$ cat src/rtl/pkf_pkg.sv
// ----------------------------------------------------------------------------
// pkf_pkg
// Types, codes and saturating helpers shared by the pitch Kalman filter.
// ----------------------------------------------------------------------------
package pkf_pkg;

    typedef enum logic [1:0] {
        MODE_INIT = 2'd0,
        MODE_MEAS = 2'd1,
        MODE_TIME = 2'd2,
        MODE_HOLD = 2'd3
    } pkf_mode_t;

    typedef enum logic [1:0] {
        REG_MEAS_NOISE = 2'd0,
        REG_PROC_NOISE = 2'd1,
        REG_GAIN_ANGLE = 2'd2,
        REG_GAIN_RATE  = 2'd3
    } pkf_reg_t;

    typedef enum logic [1:0] {
        ST_IDLE,
        ST_CALC,
        ST_DONE
    } pkf_state_t;

    // micro steps: M_* measurement update, T_* time update
    typedef enum logic [4:0] {
        M_PREP, M_K0, M_K1, M_XCOR, M_RCOR, M_AB, M_T, M_H0, M_H1,
        M_AP, M_APA, M_HK0, M_TB, M_BP, M_HK1, M_TA, M_HK0B,
        T_B, T_X, T_R, T_P, T_S0, T_S1, T_AA, T_AR, T_RR
    } pkf_step_t;

    typedef enum logic [1:0] {
        AR_IDLE,
        AR_MUL,
        AR_DIV,
        AR_DONE
    } pkf_arith_state_t;

    typedef struct packed {
        logic start;
        logic div;
        logic state_frac;
    } pkf_req_t;

    localparam logic signed [63:0] W_MAX = 64'sh7FFF_FFFF_FFFF_FFFF;
    localparam logic signed [63:0] W_MIN = 64'sh8000_0000_0000_0000;
    localparam logic [63:0]        PI60  = 64'h3243_F6A8_885A_308D;

    function automatic logic signed [63:0] sadd(input logic signed [63:0] a,
                                                input logic signed [63:0] b);
        logic signed [63:0] s;
        s = a + b;
        if (!a[63] && !b[63] && s[63])
        begin
            s = W_MAX;
        end
        else if (a[63] && b[63] && !s[63])
        begin
            s = W_MIN;
        end
        return s;
    endfunction

    function automatic logic signed [63:0] neg_sat(input logic signed [63:0] v);
        return (v == W_MIN) ? W_MAX : -v;
    endfunction

endpackage

$ cat src/rtl/pkf_arith.sv
// ----------------------------------------------------------------------------
// pkf_arith
// Shared bit-serial unit: rounded scaled multiply and scaled divide, 64-bit.
// ----------------------------------------------------------------------------
module pkf_arith #(
    parameter int SFRAC = 28,
    parameter int CFRAC = 44
) (
    input  logic               clk,
    input  logic               rst_n,
    input  pkf_pkg::pkf_req_t  req,
    input  logic signed [63:0] op_a,
    input  logic signed [63:0] op_b,
    output logic               done,
    output logic signed [63:0] res
);

    localparam int DIV_STEPS = 64 + CFRAC;
    localparam int CNT_W     = $clog2(DIV_STEPS);

    pkf_pkg::pkf_arith_state_t state_reg, state_next;

    logic [127:0]     acc_reg;
    logic [63:0]      mcand_reg;
    logic [63:0]      mplier_reg;
    logic [63:0]      rem_reg;
    logic [63:0]      q_reg;
    logic             ovf_reg;
    logic             neg_reg;
    logic             frac_reg;
    logic             div_reg;
    logic             zero_reg;
    logic [CNT_W-1:0] cnt_reg;

    logic [63:0]  mag_a, mag_b;
    logic [64:0]  psum;
    logic [64:0]  rem2;
    logic         ge;
    logic [127:0] sh_p;
    logic         rnd;
    logic [64:0]  vr;
    logic         over;
    logic [63:0]  mag_r;

    assign mag_a = op_a[63] ? 64'(-op_a) : 64'(op_a);
    assign mag_b = op_b[63] ? 64'(-op_b) : 64'(op_b);
    assign psum  = {1'b0, acc_reg[127:64]} + (mplier_reg[0] ? {1'b0, mcand_reg} : 65'd0);
    assign rem2  = {rem_reg, mplier_reg[63]};
    assign ge    = rem2 >= {1'b0, mcand_reg};

    // next state
    always_comb
    begin
        state_next = state_reg;
        case (state_reg)
            pkf_pkg::AR_IDLE:
            begin
                if (req.start)
                begin
                    if (!req.div)
                    begin
                        state_next = pkf_pkg::AR_MUL;
                    end
                    else if (op_b == 64'sd0)
                    begin
                        state_next = pkf_pkg::AR_DONE;
                    end
                    else
                    begin
                        state_next = pkf_pkg::AR_DIV;
                    end
                end
            end
            pkf_pkg::AR_MUL:
            begin
                if (cnt_reg == CNT_W'(63))
                begin
                    state_next = pkf_pkg::AR_DONE;
                end
            end
            pkf_pkg::AR_DIV:
            begin
                if (cnt_reg == CNT_W'(DIV_STEPS - 1))
                begin
                    state_next = pkf_pkg::AR_DONE;
                end
            end
            pkf_pkg::AR_DONE:
            begin
                state_next = pkf_pkg::AR_IDLE;
            end
            default:
            begin
                state_next = pkf_pkg::AR_IDLE;
            end
        endcase
    end

    // outputs
    always_comb
    begin
        done  = (state_reg == pkf_pkg::AR_DONE);
        sh_p  = frac_reg ? (acc_reg >> SFRAC) : (acc_reg >> CFRAC);
        rnd   = frac_reg ? acc_reg[SFRAC-1] : acc_reg[CFRAC-1];
        vr    = {1'b0, sh_p[63:0]} + 65'(rnd);
        if (div_reg)
        begin
            over  = ovf_reg | q_reg[63];
            mag_r = q_reg;
        end
        else
        begin
            over  = (|sh_p[127:64]) | vr[64] | vr[63];
            mag_r = vr[63:0];
        end
        if (zero_reg)
        begin
            res = 64'sd0;
        end
        else if (over)
        begin
            res = neg_reg ? pkf_pkg::W_MIN : pkf_pkg::W_MAX;
        end
        else
        begin
            res = neg_reg ? -signed'(mag_r) : signed'(mag_r);
        end
    end

    always_ff @(posedge clk or negedge rst_n)
    begin
        if (!rst_n)
        begin
            state_reg <= pkf_pkg::AR_IDLE;
        end
        else
        begin
            state_reg <= state_next;
        end
    end

    always_ff @(posedge clk)
    begin
        case (state_reg)
            pkf_pkg::AR_IDLE:
            begin
                if (req.start)
                begin
                    neg_reg    <= op_a[63] ^ op_b[63];
                    div_reg    <= req.div;
                    frac_reg   <= req.state_frac;
                    zero_reg   <= req.div && (op_b == 64'sd0);
                    mcand_reg  <= req.div ? mag_b : mag_a;
                    mplier_reg <= req.div ? mag_a : mag_b;
                    acc_reg    <= '0;
                    rem_reg    <= '0;
                    q_reg      <= '0;
                    ovf_reg    <= 1'b0;
                    cnt_reg    <= '0;
                end
            end
            pkf_pkg::AR_MUL:
            begin
                acc_reg    <= {psum, acc_reg[63:1]};
                mplier_reg <= {1'b0, mplier_reg[63:1]};
                cnt_reg    <= cnt_reg + 1'b1;
            end
            pkf_pkg::AR_DIV:
            begin
                rem_reg    <= ge ? 64'(rem2 - {1'b0, mcand_reg}) : rem2[63:0];
                q_reg      <= {q_reg[62:0], ge};
                ovf_reg    <= ovf_reg | q_reg[63];
                mplier_reg <= {mplier_reg[62:0], 1'b0};
                cnt_reg    <= cnt_reg + 1'b1;
            end
            default:
            begin
            end
        endcase
    end

endmodule

$ cat config.mk
export PLATFORM = sky130hd
export DESIGN_NAME = pkf_arith
export DESIGN_NICKNAME = d
export VERILOG_FILES = /design/src/rtl/pkf_pkg.sv /design/src/rtl/pkf_arith.sv
export SDC_FILE = /design/constraint.sdc
export NUM_CORES = 1
export LEC_CHECK = 0
export ABC_AREA = 1
export BUFFER_PORTS_ARGS = -buffer_cell sky130_fd_sc_hd__buf_2
export CELL_PAD_IN_SITES_DETAIL_PLACEMENT = 1
export CELL_PAD_IN_SITES_GLOBAL_PLACEMENT = 2
export CORE_ASPECT_RATIO = 2
export CORE_UTILIZATION = 25
export CTS_CLUSTER_SIZE = 16
export DETAILED_ROUTE_END_ITERATION = 8
export PLACE_DENSITY = 0.71
export SYNTH_ARGS = -nofsm -noshare
export SYNTH_HDL_FRONTEND = slang
export SYNTH_SLANG_ARGS = --single-unit
export TNS_END_PERCENT = 1
$ cat constraint.sdc
create_clock -name clk -period 11.6 [get_ports clk]
set_input_delay 2.32 -clock clk [delete_from_list [all_inputs] [get_ports clk]]
set_output_delay 2.32 -clock clk [all_outputs]
set_load 0.03 [all_outputs]
# == Word level (Yosys, flattened, before mapping) ==
# Index checks and enable logic that the tools add are counted.
# totals
regBits,398
inputBits,133
out_inout_bits,65
wordCells,78
# classes
bitwise,4
n_addsub,7
eq_ne,8
n_reduce_logical,15
n_lt_le_gt_ge,1
mux,31
# op_table
op,n
2-to-1 mux 64 bit,13
case mux 128 bit (2 select lines),1
case mux 64 bit (2 select lines),2
negation 64 bit,3
case mux 64 bit (3 select lines),1
2-to-1 mux 128 bit,1
2-to-1 mux 100 bit,1
adder 64 x 1 -> 65 bit,1
adder 64 x 64 -> 65 bit,1
greater-or-equal comparator 65 x 64 -> 1 bit,1
logical NOT 64 bit,1
OR reduction 64 bit,1
subtractor 64 bit,1
case mux 7 bit (2 select lines),1
AND reduction 2 bit,5
2-to-1 mux 2 bit,4
case mux 2 bit (4 select lines),1
adder 7 x 1 -> 7 bit (second input constant),1
equality test 7 x 6 -> 1 bit (second input constant),1
equality test 7 bit (second input constant),1
2-to-1 mux 7 bit,1
!= test 2 bit (second input constant),3
nonzero test 2 bit,3
equality test 2 bit (second input constant),2
other kinds (10),15

# == Depth between registers and ports, before layout ==
# depth
word_depth,7
mapped_depth,30
depth_no_buf,25

# == Worst setup path before layout ==
# Ideal clock, no wire load.
# synth_timing
path_kind,reg2reg
from,reg state_reg[0]
to,"reg ovf_reg, enable pin"
setup_ps,796
path_stages_with_launch,6
required_ps,10804
period_less_slack_ps,10874
path_slack_ps,726
arrival_time_ps,10078
path_buffers,1
cell_sequence,dfrtp_1 -> inv_1 -> ha_1 -> clkbuf_1 -> clkinv_1 -> o21ai_0
# synth_via
elab_chain_cells,3
word_cells_on_any_way,5
cone_classes,eq/ne: 2; reduce/logical: 3
# synth_rtl
element,line_no,rtl
start: declaration,pkf_arith.sv:21,"pkf_pkg::pkf_arith_state_t state_reg, state_next;"
start signal: assignment,pkf_arith.sv:134,state_reg <= pkf_pkg::AR_IDLE;
start signal: assignment,pkf_arith.sv:138,state_reg <= state_next;
equality test 2 bit or logical NOT 2 bit (tied branches),pkf_arith.sv:144,case (state_reg)
nonzero test 2 bit (no line) or != test 2 bit (tied branches),--,
AND reduction 2 bit (no line) *,--,
end signal: assignment,pkf_arith.sv:172,ovf_reg <= ovf_reg | q_reg[63];
end: declaration,pkf_arith.sv:28,logic ovf_reg;
# Mark *: on every way between the ends. The rest lies on a longest branch, timed or not.
# A chain may end at the register's enable or synchronous reset.

# == Worst setup path in the final report ==
# layout_timing
from,reg frac_reg
to,out res[62]
# layout_via
elab_chain_cells,7
word_cells_on_any_way,12
cone_classes,add/sub: 2; mux: 7; bitwise: 2; reduce/logical: 1
# layout_rtl
element,line_no,rtl
start: declaration,pkf_arith.sv:30,logic frac_reg;
start signal: assignment,pkf_arith.sv:151,frac_reg <= req.state_frac;
2-to-1 mux 100 bit or 2-to-1 mux 1 bit (tied branches),"pkf_arith.sv:103, pkf_arith.sv:104",
adder 64 x 1 -> 65 bit or OR reduction 64 bit (tied branches),"pkf_arith.sv:105, pkf_arith.sv:113",
2-to-1 mux 64 bit or OR 1 bit (tied branches),"pkf_arith.sv:106, pkf_arith.sv:113",
negation 64 bit or OR 1 bit (tied branches),"pkf_arith.sv:126, pkf_arith.sv:113",
2-to-1 mux 64 bit or 2-to-1 mux 1 bit (tied branches),"pkf_arith.sv:126, pkf_arith.sv:106",
2-to-1 mux 64 bit *,pkf_arith.sv:120,else if (over)
2-to-1 mux 64 bit *,pkf_arith.sv:116,if (zero_reg)
end: declaration,pkf_arith.sv:15,output logic signed [63:0] res
# Marked as above.

==> metrics.md <==
| Metric | Value |
|---|---|
| Main flop type after synthesis | `edfxtp_1` |
| Slew @ Worst Pin | `1.198 ns` |
| CP Class | `flip-flop to output port` |
| Die area | `148800 µm²` |
| Final Setup Violations | `0` |
| Initial Util | `0.2526` |
| Max IR drop VDD | `88.02 µV` |
| Root buf cell | `clkbuf_16` |
| Max_slew headroom | `0.1941` |
| Total Wirelength | `178700 µm` |
| # port buffers | `197` |
| First-pass GRT wire length | `262900 µm` |
| Vias in the first global route | `41840` |
| GR met3 Demand/Resource | `0.01772` |
| Grt ovf | `0` |
| Fraction of layout cells with a size suffix above 1 | `0.08460` |
| Io pins | `198` |
| Compound-cell area share of the yosys netlist | `0.1564` |
| Max Slew Vio Count | `0` |
| Total GRT Usage | `0.2391` |
| Pleak | `20.78 nW` |
| Post-layout net count | `6085` |
| Largest net degree at the start of global routing | `118` |
| Critical path data required time | `9.28 ns` |
| Synth top area cells | `edfxtp_1, nand2_1, inv_1, nor2_1, o21ai_0` |
| Core footprint | `145700 µm²` |
| Syn Area/Cell | `6.460 µm²` |
| Seq/Total Area, Yosys | `0.3025` |
| DRT iter0 DRCs | `1473` |
| Setup TNS | `0 ns` |
| GPL Wtd Cong | `1.028` |
| Vias per cell | `4.947` |
| CTS Buf Count | `39` |
| H-tree lvl count | `2` |
| ANT nets after route | `0` |
| Post-Syn Nets | `5969` |
| Final worst slack | `3.675 ns` |
| EDFF count, synth | `369` |
| Row count | `198` |
| Area leader, netlist | `edfxtp_1` |
| Hold Fails Final Rpt | `0` |
| FF-to-FF setup slack | `6.37 ns` |
| Fin crit period | `7.925 ns` |
| Met1 Usage GRT | `0.2015` |
| Post CTS Setup Buffer Count | `0` |
| Worst skew pair latency | `0.65 ns` |
| F_max | `126.2 MHz` |
| Longest Clk Path Bufs | `3` |
| DIE WIDTH | `273.3 µm` |
| Clock Sinks | `371` |
| FFs w/ async S/R, synth | `0.005391` |
| DRC | `0` |
| Post-Place Worst Slack | `4.271 ns` |
| Simple-gate share of the synthesized area | `0.3369` |
| HPWL Detailed | `151800 µm` |
| Vias post-DR | `38300` |
| Netlist cell types | `64` |
| PD cells | `74.60 nW/µm²` |
| Top-area cell type share of the netlist area | `0.3011` |
| Synthesis warning total | `0` |
| Reg clk slew, reported paths | `0.07 ns` |
| Register bit total from synthesis | `371` |
| DR pass1 iterations | `5` |
| Area Overhead vs Synth | `11.71%` |
| Maxcap violations | `0` |
| Hold crit path type | `flip-flop to flip-flop` |
| Die Y | `544.6 µm` |
| Syn Std Cell Area | `36800 µm²` |
| Main combinational cell family by area after synthesis | `simple AND/OR/NAND/NOR gates` |
| WP data arrival | `5.60 ns` |
| # hold bufs at CTS | `0` |
| Cts repair resizes | `0` |
| GR peak layer | `met2` |
| Post-Synth Adder-Cell Area | `0.04801` |
| Synth Area in XOR/XNOR | `0.04308` |
| CP max FO | `91` |
| CTS tree | `built` |
| Crit. End Element | `output port` |
| Final period util | `0.6832` |
| Skew final | `0.05643 ns` |
| Mux cell area share after synthesis | `0.001904` |
| Crit path launch type | `flip-flop` |
| Antenna violations before repair | `4` |
| RSZ-0062 raised after global routing | `false` |
| GR met2 Demand/Resource | `0.4896` |
| Max reg flops | `101` |
| Post-DR wirelength/cell | `23.08 µm` |
| Fill cells | `18650` |
| Post-Syn Instances | `5696` |
| Outcome | `finished, final reports clean` |
## worst max-delay path: stages (launching register included)
cell	delay, ns
edfxtp_1	0.37
buf_4	0.34
inv_8	0.45
nand2_1	0.11
nand2_1	0.16
nand2_1	0.13
nor2_1	0.32
nand2_2	0.22
nor2_2	0.30
nand3_1	0.19
clkinv_1	0.09
nand4_1	0.09
xor2_1	0.16
nand2_1	0.09
nand2_2	0.06
buf_4	0.29
inv_2	0.09
nand2_1	0.07
nand2_1	0.06
buf_4	0.21
inv_2	0.56
nand2_1	0.13
nor2_1	0.10
buf_2	0.20
## per-layer routing
layer  routed length (µm)  vias up
met5                    0        -
met4                17750        0
met3                 3310      434
met2               100900      733
met1                56680    18320
li1                     -    18810
## path summary, 6_finish.rpt
path | startpoint | end | cells past startpoint
max | frac_reg | res[62] | 23
min | q_reg[26] | q_reg[27] | 2
max reg2reg | mplier_reg[63] | rem_reg[25] | 14
min reg2reg | q_reg[26] | q_reg[27] | 2
max in group asynchronous | rst_n | state_reg[1] | 1
min in group asynchronous | rst_n | state_reg[0] | 1
## per-stage QoR
step	instances	cell area, µm²	hold slack, ns	util	power, W
after global placement	7671	39770	0.5099	0.2730	0.001699
after CTS	7739	41100	0.5394	0.2821	0.003122
after global routing	7741	41100	0.5687	0.2822	0.003162
after floorplan	5696	36800	0.4987	-	0.001607
final	7741	41100	0.5354	0.2822	0.003066
after detailed placement	7671	39770	0.5216	0.2730	0.001702
## cell families (layout without fill, tap and decap cells)
group / count (synthesis) / in the layout
xor gates and xnor gates: 181 / 181
other: 0 / 2
and+or+nand+nor: 2939 / 2939
muxes: 7 / 7
buffers and inverters: 1041 / 1184
DFF: 371 / 371
AOI/OAI and AO/OA: 1017 / 1017
adders and majority gates: 140 / 140
## report_power, final
part	internal, W	switching [W]
Combinational	0.0000648	0.000149
Clock	0.000744	0.000651
Sequential	0.00146	0
## cell usage after synthesis (all sizes together), types with 8 or more instances
master / number
nand2: 1674
o21a: 34
nor2: 743
buf: 74
a21boi: 10
nor4: 39
a21oi: 352
clkbuf: 95
o221ai: 27
a211oi: 8
o211ai: 42
ha: 138
edfxtp: 369
nand3: 303
xor2: 120
a22oi: 33
or2: 25
o21bai: 12
inv: 866
a21o: 15
o21ai: 398
a31oi: 65
xnor2: 61
nand4: 63
nor3: 77
## area by class of cell
class,count,area (µm²),area share
clock buffers,40,979.7,0.02383
inverters,872,3281,0.07981
multi-input cells,4284,21630,0.5262
clock inverters,28,347.8,0.008462
repair buffers,244,1354,0.03294
well taps,1900,2377,0.05784
diodes,2,5.005,0.0001218
flip-flops and latches,371,11130,0.2708
## placed cells by master (no fill, tap or decap), types with 39 or more instances in the layout
cell,count
ha_1,136
a21oi_1,351
nor3_1,76
buf_4,47
nand4_1,63
buf_2,196
edfxtp_1,369
o21ai_0,369
nand3_1,288
inv_1,851
nor2_1,672
xor2_1,120
nor2_2,54
a31oi_1,65
nand2_1,1626
clkbuf_16,39
xnor2_1,61
o211ai_1,42
nor4_1,39
nand2_2,42
No activity file was read; power rests on OpenSTA's default activity.
